--- config.mk ---
export PLATFORM = sky130hd
export DESIGN_NAME = lru_key_value_cache_top
export DESIGN_NICKNAME = d
export VERILOG_FILES = /design/src/rtl/core/lkv_pkg.sv /design/src/rtl/core/lru_key_value_cache_top.sv /design/src/rtl/core/lkv_store.sv /design/src/rtl/core/lkv_recency.sv
export SDC_FILE = /design/constraint.sdc
export NUM_CORES = 2
export LEC_CHECK = 0
export BUFFER_PORTS_ARGS = -buffer_cell sky130_fd_sc_hd__clkbuf_2
export CORE_ASPECT_RATIO = 0.7
export CORE_UTILIZATION = 55
export CTS_BUF_LIST = sky130_fd_sc_hd__clkbuf_4
export DETAILED_ROUTE_END_ITERATION = 8
export PLACE_DENSITY = 0.78
export SYNTH_ARGS = -nofsm -noshare
export SYNTH_HDL_FRONTEND = slang
export SYNTH_SLANG_ARGS = --single-unit
--- constraint.sdc ---
create_clock -name clk_i -period 6.06 [get_ports clk_i]
set_input_delay 0.606 -clock clk_i [delete_from_list [all_inputs] [get_ports clk_i]]
set_output_delay 0.606 -clock clk_i [all_outputs]
set_load 0.02 [all_outputs]
--- src/rtl/core/lkv_pkg.sv ---
package lkv_pkg;

  // table geometry
  localparam int unsigned MaxEntries = 16;
  localparam int unsigned IdxW       = (MaxEntries > 1) ? $clog2(MaxEntries) : 1;
  localparam int unsigned CntW       = $clog2(MaxEntries + 1);

  // field widths
  localparam int unsigned KeyW = 32;
  localparam int unsigned ValW = 32;
  localparam int unsigned CapW = 5;

  // capacity after reset
  localparam logic [CapW-1:0] CapReset = CapW'(16);

  // value returned by a get that misses
  localparam logic [ValW-1:0] MissValue = '1;

  typedef logic [IdxW-1:0] idx_t;
  typedef logic [CntW-1:0] cnt_t;

  // operations on the recency lanes
  typedef enum logic [1:0] {
    RankNop    = 2'd0,
    RankTouch  = 2'd1,
    RankEvict  = 2'd2,
    RankInsert = 2'd3
  } rank_op_e;

  typedef struct packed {
    rank_op_e op;
    idx_t     slot;
  } rank_cmd_t;

  typedef struct packed {
    logic [MaxEntries-1:0] valid;
    cnt_t                  occ;
    idx_t                  free_slot;
  } rank_stat_t;

endpackage

--- src/rtl/core/lru_key_value_cache_top.sv ---
// key-value cache with lru replacement, one get or put per start
// the done strobe follows the key scan and a resolve step for a get or a put
// that hits; a put of a new key adds an insert step, with an evict step before it when needed
// a new start is taken only while the sequencer is idle, not during the key scan through the
// single-read-port key memory, one entry a cycle; start may be taken while done shows
// reset: async active low, empties the cache and sets capacity to 16; no stall on results
module lru_key_value_cache_top
  import lkv_pkg::*;
(
  input  logic                   clk_i,
  input  logic                   rst_ni,
  // command side
  input  logic                   start_i,
  output logic                   busy_o,
  input  logic                   mode_i,
  input  logic signed [KeyW-1:0] key_i,
  input  logic signed [ValW-1:0] value_i,
  // result side, one cycle strobe
  output logic                   done_o,
  output logic                   found_o,
  output logic signed [ValW-1:0] read_value_o,
  // capacity register
  input  logic                   cfg_we_i,
  input  logic [CapW-1:0]        cfg_wdata_i
);

  // one-hot sequencer states
  typedef enum logic [4:0] {
    StIdle    = 5'b00001,
    StScan    = 5'b00010,
    StResolve = 5'b00100,
    StEvict   = 5'b01000,
    StInsert  = 5'b10000
  } state_e;

  localparam int unsigned CmpW = (CntW > CapW) ? CntW : CapW;

  state_e          state_q, state_d;
  logic            accept;

  // item captured at the start transfer
  logic            mode_q;
  logic [KeyW-1:0] key_q;
  logic [ValW-1:0] value_q;

  // scan pipeline: read address counter, then compare stage in the next cycle
  cnt_t            rd_cnt_q, rd_cnt_d;
  logic            cmp_vld_q, cmp_vld_d;
  idx_t            cmp_idx_q, cmp_idx_d;
  idx_t            rd_addr;
  logic            match;
  logic            scan_last;

  // search outcome
  logic            hit_q, hit_d;
  idx_t            hit_idx_q, hit_idx_d;
  logic [ValW-1:0] hit_val_q, hit_val_d;

  // result register
  logic            done_q, done_d;
  logic            found_q, found_d;
  logic [ValW-1:0] rdval_q, rdval_d;

  // capacity
  logic [CapW-1:0] cap_q;
  logic [CmpW-1:0] cap_ext;
  logic [CmpW-1:0] eff_cap;
  logic            need_evict;

  // store and recency interfaces
  logic            wr_en;
  idx_t            wr_addr;
  logic [KeyW-1:0] rd_key;
  logic [ValW-1:0] rd_value;
  rank_cmd_t       rank_cmd;
  rank_stat_t      rank_stat;

  assign busy_o  = (state_q != StIdle);
  assign accept  = start_i && !busy_o;
  assign rd_addr = rd_cnt_q[IdxW-1:0];

  lkv_store u_store (
    .clk_i      (clk_i),
    .rd_addr_i  (rd_addr),
    .wr_en_i    (wr_en),
    .wr_addr_i  (wr_addr),
    .wr_key_i   (key_q),
    .wr_value_i (value_q),
    .rd_key_o   (rd_key),
    .rd_value_o (rd_value)
  );

  lkv_recency u_recency (
    .clk_i  (clk_i),
    .rst_ni (rst_ni),
    .cmd_i  (rank_cmd),
    .stat_o (rank_stat)
  );

  // capacity zero acts as one, anything above the table size as the table size
  always_comb begin
    cap_ext = CmpW'(cap_q);
    if (cap_ext == '0) begin
      eff_cap = CmpW'(1);
    end else if (cap_ext > CmpW'(MaxEntries)) begin
      eff_cap = CmpW'(MaxEntries);
    end else begin
      eff_cap = cap_ext;
    end
  end

  // a lowered capacity evicts one entry per new key, never several at once
  assign need_evict = (CmpW'(rank_stat.occ) >= eff_cap);

  // shared key comparator, fed by the registered memory read
  assign match     = cmp_vld_q && rank_stat.valid[cmp_idx_q] && (rd_key == key_q);
  assign scan_last = cmp_vld_q && (cmp_idx_q == idx_t'(MaxEntries - 1));

  always_comb begin
    state_d       = state_q;
    rd_cnt_d      = rd_cnt_q;
    cmp_vld_d     = 1'b0;
    cmp_idx_d     = cmp_idx_q;
    hit_d         = hit_q;
    hit_idx_d     = hit_idx_q;
    hit_val_d     = hit_val_q;
    done_d        = 1'b0;
    found_d       = found_q;
    rdval_d       = rdval_q;
    rank_cmd.op   = RankNop;
    rank_cmd.slot = hit_idx_q;
    wr_en         = 1'b0;
    wr_addr       = hit_idx_q;

    unique case (state_q)
      StIdle: begin
        if (start_i) begin
          state_d  = StScan;
          rd_cnt_d = '0;
          hit_d    = 1'b0;
        end
      end
      StScan: begin
        if (rd_cnt_q < cnt_t'(MaxEntries)) begin
          cmp_vld_d = 1'b1;
          cmp_idx_d = rd_addr;
          rd_cnt_d  = rd_cnt_q + cnt_t'(1);
        end
        // keys are unique among valid entries, keep the first match
        if (match && !hit_q) begin
          hit_d     = 1'b1;
          hit_idx_d = cmp_idx_q;
          hit_val_d = rd_value;
        end
        if (scan_last) begin
          state_d = StResolve;
        end
      end
      StResolve: begin
        if (hit_q) begin
          // hit: refresh recency, put also overwrites the value
          rank_cmd.op = RankTouch;
          wr_en       = mode_q;
          found_d     = 1'b1;
          rdval_d     = mode_q ? value_q : hit_val_q;
          done_d      = 1'b1;
          state_d     = StIdle;
        end else if (!mode_q) begin
          // get miss
          found_d = 1'b0;
          rdval_d = MissValue;
          done_d  = 1'b1;
          state_d = StIdle;
        end else if (need_evict) begin
          state_d = StEvict;
        end else begin
          state_d = StInsert;
        end
      end
      StEvict: begin
        rank_cmd.op = RankEvict;
        state_d     = StInsert;
      end
      StInsert: begin
        // new key goes to the lowest free slot as the most recent entry
        rank_cmd.op = RankInsert;
        wr_en       = 1'b1;
        wr_addr     = rank_stat.free_slot;
        found_d     = 1'b0;
        rdval_d     = value_q;
        done_d      = 1'b1;
        state_d     = StIdle;
      end
      default: begin
        state_d = StIdle;
      end
    endcase
  end

  // control state
  always_ff @(posedge clk_i or negedge rst_ni) begin
    if (!rst_ni) begin
      state_q   <= StIdle;
      rd_cnt_q  <= '0;
      cmp_vld_q <= 1'b0;
      hit_q     <= 1'b0;
      done_q    <= 1'b0;
      cap_q     <= CapReset;
    end else begin
      state_q   <= state_d;
      rd_cnt_q  <= rd_cnt_d;
      cmp_vld_q <= cmp_vld_d;
      hit_q     <= hit_d;
      done_q    <= done_d;
      if (cfg_we_i) begin
        cap_q <= cfg_wdata_i;
      end
    end
  end

  // payload, no reset
  always_ff @(posedge clk_i) begin
    if (accept) begin
      mode_q  <= mode_i;
      key_q   <= key_i;
      value_q <= value_i;
    end
    cmp_idx_q <= cmp_idx_d;
    hit_idx_q <= hit_idx_d;
    hit_val_q <= hit_val_d;
    found_q   <= found_d;
    rdval_q   <= rdval_d;
  end

  assign done_o       = done_q;
  assign found_o      = found_q;
  assign read_value_o = rdval_q;

  // the done strobe only appears once the sequencer is back in idle
  a_done_idle : assert property (@(posedge clk_i) disable iff (!rst_ni)
    done_o |-> !busy_o)
    else $error("done strobe while busy");

  // a start transfer always leads to a scan
  a_accept_scan : assert property (@(posedge clk_i) disable iff (!rst_ni)
    accept |=> (state_q == StScan))
    else $error("start transfer did not begin a scan");

  // occupancy tracks the number of valid entries
  a_occ_count : assert property (@(posedge clk_i) disable iff (!rst_ni)
    $countones(rank_stat.valid) == int'(rank_stat.occ))
    else $error("occupancy out of step with valid entries");

  // an insert always has a free slot to land in
  a_insert_free : assert property (@(posedge clk_i) disable iff (!rst_ni)
    (state_q == StInsert) |-> !rank_stat.valid[rank_stat.free_slot])
    else $error("insert without a free slot");

endmodule

--- src/rtl/core/lkv_store.sv ---
module lkv_store
  import lkv_pkg::*;
(
  input  logic            clk_i,
  input  idx_t            rd_addr_i,
  input  logic            wr_en_i,
  input  idx_t            wr_addr_i,
  input  logic [KeyW-1:0] wr_key_i,
  input  logic [ValW-1:0] wr_value_i,
  output logic [KeyW-1:0] rd_key_o,
  output logic [ValW-1:0] rd_value_o
);

  logic [KeyW-1:0] key_mem [MaxEntries];
  logic [ValW-1:0] val_mem [MaxEntries];
  logic [KeyW-1:0] rd_key_q;
  logic [ValW-1:0] rd_value_q;

  // one write port, one registered read port
  always_ff @(posedge clk_i) begin
    if (wr_en_i) begin
      key_mem[wr_addr_i] <= wr_key_i;
      val_mem[wr_addr_i] <= wr_value_i;
    end
    rd_key_q   <= key_mem[rd_addr_i];
    rd_value_q <= val_mem[rd_addr_i];
  end

  assign rd_key_o   = rd_key_q;
  assign rd_value_o = rd_value_q;

endmodule

--- src/rtl/core/lkv_recency.sv ---
module lkv_recency
  import lkv_pkg::*;
(
  input  logic       clk_i,
  input  logic       rst_ni,
  input  rank_cmd_t  cmd_i,
  output rank_stat_t stat_o
);

  logic [MaxEntries-1:0] valid_q, valid_d;
  idx_t                  rank_q [MaxEntries];
  idx_t                  rank_d [MaxEntries];
  cnt_t                  occ_q, occ_d;
  cnt_t                  oldest_rank;
  idx_t                  free_slot;
  idx_t                  victim;
  idx_t                  touch_rank;

  // ranks of valid entries are distinct 0 .. occ-1, so the oldest has rank occ-1
  always_comb begin
    oldest_rank = occ_q - cnt_t'(1);
    free_slot   = '0;
    victim      = '0;
    for (int i = MaxEntries - 1; i >= 0; i--) begin
      if (!valid_q[i]) begin
        free_slot = idx_t'(i);
      end
      if (valid_q[i] && (cnt_t'(rank_q[i]) == oldest_rank)) begin
        victim = idx_t'(i);
      end
    end
  end

  assign touch_rank = rank_q[cmd_i.slot];

  always_comb begin
    valid_d = valid_q;
    rank_d  = rank_q;
    occ_d   = occ_q;
    unique case (cmd_i.op)
      RankTouch: begin
        for (int i = 0; i < MaxEntries; i++) begin
          if (valid_q[i] && (rank_q[i] < touch_rank)) begin
            rank_d[i] = rank_q[i] + idx_t'(1);
          end
        end
        rank_d[cmd_i.slot] = '0;
      end
      RankEvict: begin
        valid_d[victim] = 1'b0;
        rank_d[victim]  = '0;
        occ_d           = occ_q - cnt_t'(1);
      end
      RankInsert: begin
        for (int i = 0; i < MaxEntries; i++) begin
          if (valid_q[i]) begin
            rank_d[i] = rank_q[i] + idx_t'(1);
          end
        end
        valid_d[free_slot] = 1'b1;
        rank_d[free_slot]  = '0;
        occ_d              = occ_q + cnt_t'(1);
      end
      default: begin
      end
    endcase
  end

  always_ff @(posedge clk_i or negedge rst_ni) begin
    if (!rst_ni) begin
      valid_q <= '0;
      occ_q   <= '0;
      for (int i = 0; i < MaxEntries; i++) begin
        rank_q[i] <= '0;
      end
    end else begin
      valid_q <= valid_d;
      occ_q   <= occ_d;
      rank_q  <= rank_d;
    end
  end

  assign stat_o.valid     = valid_q;
  assign stat_o.occ       = occ_q;
  assign stat_o.free_slot = free_slot;

endmodule

# ---- Word level (Yosys, flattened, before mapping)
# Memories as Yosys holds them, arrays and structs flattened. A register that Yosys moved wholly into a read port is not among the register bits.
# Index checks and enable logic that the tools add are counted.
dict set report word_totals {
  n_memories 2
  ram_bits 1024
  latch_bits 0
  out_inout_bits 35
  wordCells 329
  ff_bits 241
  in_bits 74
  romBits 0
}
dict set report classes {
  n_bitwise 12
  shift 0
  muxes 147
  addsub 19
  mul 0
  order_cmp 30
  reduce_logical 55
  n_eq_ne 32
  div_mod_pow 0
}
# memory words word_bits read_ports rd_clocked_by_memory_dff wr line
set memory_table {}
lappend memory_table {u_store.key_mem 16 32 1 1 1 lkv_store.sv:14} ;# logic [KeyW-1:0] key_mem [MaxEntries];
lappend memory_table {u_store.val_mem 16 32 1 1 1 lkv_store.sv:15} ;# logic [ValW-1:0] val_mem [MaxEntries];
# operator n
set op_table {}
lappend op_table {{4-bit two-way mux} 102}
lappend op_table {{64-bit bitwise AND} 3}
lappend op_table {{64-bit NOT} 3}
lappend op_table {{64-bit case mux with 3 select lines} 1}
lappend op_table {{32-bit two-way mux} 3}
lappend op_table {{4-bit by 5-bit == test with 1-bit output} 16}
lappend op_table {{4-bit by 1-bit adder with 4-bit output, second input constant} 16}
lappend op_table {{4-bit less-than comparator} 16}
lappend op_table {{32-bit case mux with 2 select lines} 1}
lappend op_table {{4-bit demux with 4-bit select} 3}
lappend op_table {{5-bit two-way mux} 9}
lappend op_table {{1-bit logical AND} 42}
lappend op_table {{32-bit == test} 1}
lappend op_table {{16-bit case mux with 2 select lines} 1}
lappend op_table {{5-bit case mux with 2 select lines} 2}
lappend op_table {{5-bit case mux with 4 select lines} 1}
lappend op_table {{16-bit bitwise AND} 1}
lappend op_table {{4-bit binary-select mux with 4-bit select} 1}
lappend op_table {{16-bit NOT} 1}
lappend op_table {{16-bit bitwise OR} 1}
lappend op_table {{5-bit greater-or-equal comparator, second input constant} 3}
lappend op_table {{4-bit by 5-bit less-than comparator with 1-bit output, second input constant} 3}
lappend op_table {{5-bit by 1-bit less-than comparator with 1-bit output, second input constant} 3}
lappend op_table {{1-bit two-way mux} 15}
lappend op_table {{28 further kinds} 47}

# ---- Depth between registers and ports, before layout
dict set report depth {
  depth_word 27
  ltp_mapped 16
  mapped_depth_nobuf 12
}

# ---- Cells and area by module
# From an unflattened synthesis, not the netlist that was laid out.
dict set report hier_totals {
  cells_unflattened 2977
  hier_area_um2 54218.2
}
# module area_each_um2 cells_per_inst n_inst seq_area_each_um2
set modules_own_cells {}
lappend modules_own_cells {lkv_store 39581.7 1647 1 32030.7}
lappend modules_own_cells {lkv_recency 8699.6 1002 1 2127.0}
lappend modules_own_cells {lru_key_value_cache_top 5936.9 328 1 4596.9}

# ---- Worst setup path before layout
# No wires, ideal clock.
dict set report synth_path {
  kind {reg-to-reg}
  from {register state_q[3]}
  to {memory u_store.key_mem[15][0], enable pin}
  path_buffers 3
  required_ns 5.574
  setup_time_ns 0.486
  synth_period_minus_slack_ns 5.121
  path_slack_ns 0.939
  stages_incl_launch_ff 9
  t_arrival_ns 4.635
  path_cell_list {dfrtp_1 -> or3_1 -> nand2b_1 -> clkbuf_1 -> clkbuf_1 -> buf_1 -> o21ai_0 -> nand2_1 -> nor2_1}
}
dict set report synth_between {
  elab_chain_len 4
  word_cells_on_any_way 6
  cone_classes {2 x eq/ne; 4 x mux}
}
# item line
set synth_rtl {}
lappend synth_rtl {{from (decl)} lru_key_value_cache_top.sv:38} ;# state_e state_q, state_d;
lappend synth_rtl {{from (signal assigned)} lru_key_value_cache_top.sv:203} ;# state_q <= StIdle;
lappend synth_rtl {{from (signal assigned)} lru_key_value_cache_top.sv:210} ;# state_q <= state_d;
lappend synth_rtl {{5-bit == test / 5-bit by 3-bit == test with 1-bit output (equally long branches)} lru_key_value_cache_top.sv:135} ;# unique case (state_q)
lappend synth_rtl {{1-bit case mux with 2 select lines} lru_key_value_cache_top.sv:135}
lappend synth_rtl {{1-bit two-way mux} lkv_store.sv:21} ;# if (wr_en_i) begin
lappend synth_rtl {{1-bit two-way mux (not written as such)} lkv_store.sv:22} ;# key_mem[wr_addr_i] <= wr_key_i;
lappend synth_rtl {{to (decl)} lkv_store.sv:14}
# Several ways; a longest one is shown, not always the timed one.

# ---- Final worst setup path
dict set report layout_path {
  from {register u_recency.occ_q[1]}
  to {register u_recency.rank_q[22] in the netlist's numbering}
}
dict set report layout_between {
  elab_chain_len 27
  word_cells_on_any_way 58
  cone_classes {1 x add/sub; 2 x order compare; 16 x eq/ne; 19 x mux; 3 x bitwise; 17 x reduce/logical}
}
# item line
set layout_rtl {}
lappend layout_rtl {{from (decl)} lkv_recency.sv:13} ;# cnt_t occ_q, occ_d;
lappend layout_rtl {{from (signal assigned)} lkv_recency.sv:72} ;# occ_q <= '0;
lappend layout_rtl {{from (signal assigned)} lkv_recency.sv:78} ;# occ_q <= occ_d;
lappend layout_rtl {{5-bit by 1-bit subtractor with 5-bit output (*)} lkv_recency.sv:21} ;# oldest_rank = occ_q - cnt_t'(1);
lappend layout_rtl {{4-bit by 5-bit == test with 1-bit output} lkv_recency.sv:28} ;# if (valid_q[i] && (cnt_t'(rank_q[i]) == oldest_rank)) begin
lappend layout_rtl {{1-bit logical AND} lkv_recency.sv:28}
lappend layout_rtl {{4-bit two-way mux (15 in series)} lkv_recency.sv:28}
lappend layout_rtl {{4-bit two-way mux (*)} lkv_recency.sv:28}
lappend layout_rtl {{4-bit NOT with 5-bit output (not written as such) (*)} lkv_recency.sv:51} ;# rank_d[victim] = '0;
lappend layout_rtl {{5-bit greater-or-equal comparator (not written as such) / 5-bit by 1-bit less-than comparator with 1-bit output (equally long branches)} lkv_recency.sv:51}
lappend layout_rtl {{1-bit logical AND (not written as such)} lkv_recency.sv:51}
lappend layout_rtl {{4-bit two-way mux (not written as such)} lkv_recency.sv:51}
lappend layout_rtl {{4-bit demux with 4-bit select (*)} lkv_recency.sv:51}
lappend layout_rtl {{64-bit NOT (no source line) (*)} --}
lappend layout_rtl {{64-bit bitwise AND (no source line) (*)} --}
lappend layout_rtl {{64-bit case mux with 3 select lines (*)} lkv_recency.sv:40} ;# unique case (cmd_i.op)
lappend layout_rtl {{to (signal assigned)} lkv_recency.sv:79} ;# rank_q <= rank_d;
lappend layout_rtl {{to (decl)} lkv_recency.sv:11} ;# idx_t rank_q [MaxEntries];
# Mark *: on every way between the ends. The rest lies on a longest branch, timed or not.
# A chain may end at the register's enable or synchronous reset.

==> impl_metrics.tcl <==
set metrics [dict create \
    rsz0062_at_grt "no" \
    place.gp.congestion 0.960 \
    drtAntennaViolNets 0 \
    cts_root_buf "clkbuf_4" \
    hold_viol_final 0 \
    pwr_density_cell_nw_per_um2 349 \
    clock_path_buffers 4 \
    fp.coreArea_um2 96800 \
    skew_ns 0.106 \
    min_period_ns 4.83 \
    synth_top_cell_by_area "edfxtp_1" \
    wl_per_cell_um 28.2 \
    hp-class "in2reg" \
    die_h_um 265 \
    dr.pass1.iters 9 \
    fp.dieArea_um2 99800 \
    synth_top_area_share 0.644 \
    yosysWarnings 0 \
    synthToLayoutAreaGrowth_pct 13.3 \
    status "finished, final reports clean" \
    ios 109 \
    num-nets-final 3432 \
    mostFrequentLayoutCells "edfxtp_1, clkbuf_4, mux4_2" \
    ys_types 89 \
    max_freq_mhz 207 \
    worst_pin_slew_ns 1.25 \
    tritoncts "yes" \
    maxSlewViolCount 0 \
    finalNonFillerCells 4834 \
    cp-start-kind "flip-flop" \
    cp.required_ns 7.10 \
    min_period_over_period 0.798 \
    drive_gt1_frac 0.306 \
    grt_max_degree 158 \
    syn_area_um2 54200 \
    routed_wl_mm 136 \
    final.setup.tns_ns 0 \
    worstSetupPathType "reg2reg" \
    syn_inst 2857 \
    path_cells "inv_1 > ha_1 > nor3b_4 > xnor2_2 > nand4_1 > o2111ai_1 > nor2_1 > a21oi_2 > a31oi_1 > o21ai_0 > o21ai_0" \
    grt_pass1_vias 31889 \
    drtIter0Drc 3981 \
    slowest_delay_ns 0.77 \
    syn_avg_cell_area_um2 19.0 \
    critical-path-slowest-cell "xnor2_2" \
    cts_buffers 316 \
    io_buffers 108 \
    dp.cells 4192 \
    synth_seq_area_share 0.715 \
    clk_latency_ns 1.26 \
    max-cap-violations 0 \
    track_usage 0.277 \
    syn_nets 3003 \
    rows 95 \
    regToRegSetupSlack_ns 1.23 \
    relSlewSlack 0.166 \
    end_kind "flip-flop" \
    post_cts_resized 0 \
    layout_commonest_cell "edfxtp_1" \
    cts_setup_buffers 0 \
    grt_pass1_wl_mm 201 \
    crit_arrival_ns 5.87 \
    die_w_um 377 \
    async_reset_ff_frac 0.0775 \
    synth_area_leaders "edfxtp_1, mux4_2, dfrtp_1, dfxtp_1, ha_1" \
    finalSetupViolations 0 \
    via_per_inst 6.40 \
    crit_path_frequent_cell "o21ai_0" \
    clk_pin_slew_worst_paths_ns 0.08 \
    p_leak_nw 20.7 \
    antenna_found_initial 4 \
    vias 30928 \
    fill_cells 6411 \
    synth_seq_cells 1329 \
    crit_fanout 16 \
    hpwlAfterDp_mm 74.7 \
    overflow 0 \
    synth_edf_count 1162 \
    ir_worst_vdd_uv 756 \
    h-tree-depth 5 \
    cts_sinks 1329 \
    initial_core_util 0.560 \
    drcViolationCount 0 \
    ys.flop_type "edfxtp_1" \
]
[per-stage QoR]
| step | hold WS (ns) | power [mW] | worst slack [ns] | area (um2) | utilization |
|---|---|---|---|---|---|
| after floorplan | 0.310 | 13.5 | 0.939 | 54200 | - |
| after global placement | 0.389 | 14.2 | 1.56 | 56500 | 0.584 |
| after detailed placement | 0.390 | 14.4 | 1.47 | 56500 | 0.584 |
| after CTS | 0.000561 | 21.6 | 1.48 | 61400 | 0.634 |
| after global routing | 0.0163 | 22.3 | 1.12 | 61400 | 0.635 |
| final | 0.0954 | 21.4 | 1.23 | 61400 | 0.635 |
[report_power, final]
part	total (mW)	leakage (nW)	switching, mW	internal [mW]
Clock	7.23	2.41	3.44	3.79
Combinational	2.97	5.90	1.31	1.66
Sequential	11.2	12.4	0.588	10.7
[cell families after synthesis]
family | synth area share
DFF | 0.715
and+or+nand+nor | 0.0396
adders and majority gates | 0.0166
muxes | 0.145
AOI/OAI and AO/OA | 0.0464
xor gates and xnor gates | 0.0235
buffers and inverters | 0.0138
[worst max-delay path: cells and delay by family, from the launching register on]
kind	cells	cell delay, ns
buffers and inverters	1	0.08
XOR/XNOR	1	0.77
flip-flops	1	0.53
adder cells (fa/ha/maj)	1	0.36
AND/OR/NAND/NOR	3	1.01
AO/OA/AOI/OAI	5	1.93
[registers in the layout (all words and copies together) (netlist names), 4 cells and up]
name	count
u_recency.rank_q	64
hit_val_q	32
u_recency.occ_q	5
u_store.rd_value_o	32
value_q	32
key_q	32
cmp_idx_q	4
hit_idx_q	4
cap_ext	5
read_value_o	32
state_q	5
u_store.key_mem	512
rd_cnt_q	5
u_recency.valid_q	16
u_store.rd_key_o	32
u_store.val_mem	512
[synthesized netlist by cell type, types with 14 or more instances]
master    instances
edfxtp_1       1162
buf_1            36
nand2b_1         21
nor2_1           91
nand3_1          34
mux4_2          345
o22a_1           32
xnor2_1          57
nor3_1           28
xnor3_1          15
nor2b_1          20
a21o_1           14
dfxtp_1          64
a31oi_1          37
nand2_1         126
ha_1             72
nand4_1          31
o21ai_1          24
o21ai_0          60
a21oi_1         114
dfrtp_1         101
clkbuf_1         77
xor2_1           40
inv_1            45
[routing by layer]
layer | global-route usage | vias up | part of all wire
met3 | 0.0687 | 310 | 0.11
met4 | 0.114 | 0 | 0.030
met2 | 0.425 | 2049 | 0.47
met1 | 0.385 | 15803 | 0.39
li1 | - | 12766 | -
met5 | 0 | - | 0
[area by class of cell]
class,count,area (um2),share of cell area
Clock inverter,52,251,0.00410
Multi-Input combinational cell,1349,14800,0.242
Tap cell,1309,1640,0.0267
Sequential cell,1329,38800,0.631
Inverter,45,169,0.00275
Timing Repair Buffer,245,2000,0.0326
Clock buffer,496,3720,0.0606
Antenna cell,9,22.5,0.000367
[repair_timing]
action | CTS | global route
endpoints found under the hold margin | 128 | 0
hold buffers | 85 | 0
setup endpoints to repair | 0 | 0
[path summary, 6_finish.rpt]
| kind | start | endpoint | cells past startpoint |
|---|---|---|---|
| worst max-delay path | u_recency.occ_q[1] | u_recency.rank_q[22] | 11 |
| worst min-delay path | key_i[15] | key_q[15] | 2 |
| worst max register to register | u_recency.occ_q[1] | u_recency.rank_q[22] | 11 |
| worst min register to register | u_store.rd_value_o[28] | hit_val_q[28] | 0 |
| max in group asynchronous | rst_ni | rd_cnt_q[2] | 4 |
| min in group asynchronous | rst_ni | u_recency.rank_q[32] | 3 |
(Power assumes the default switching activity.)
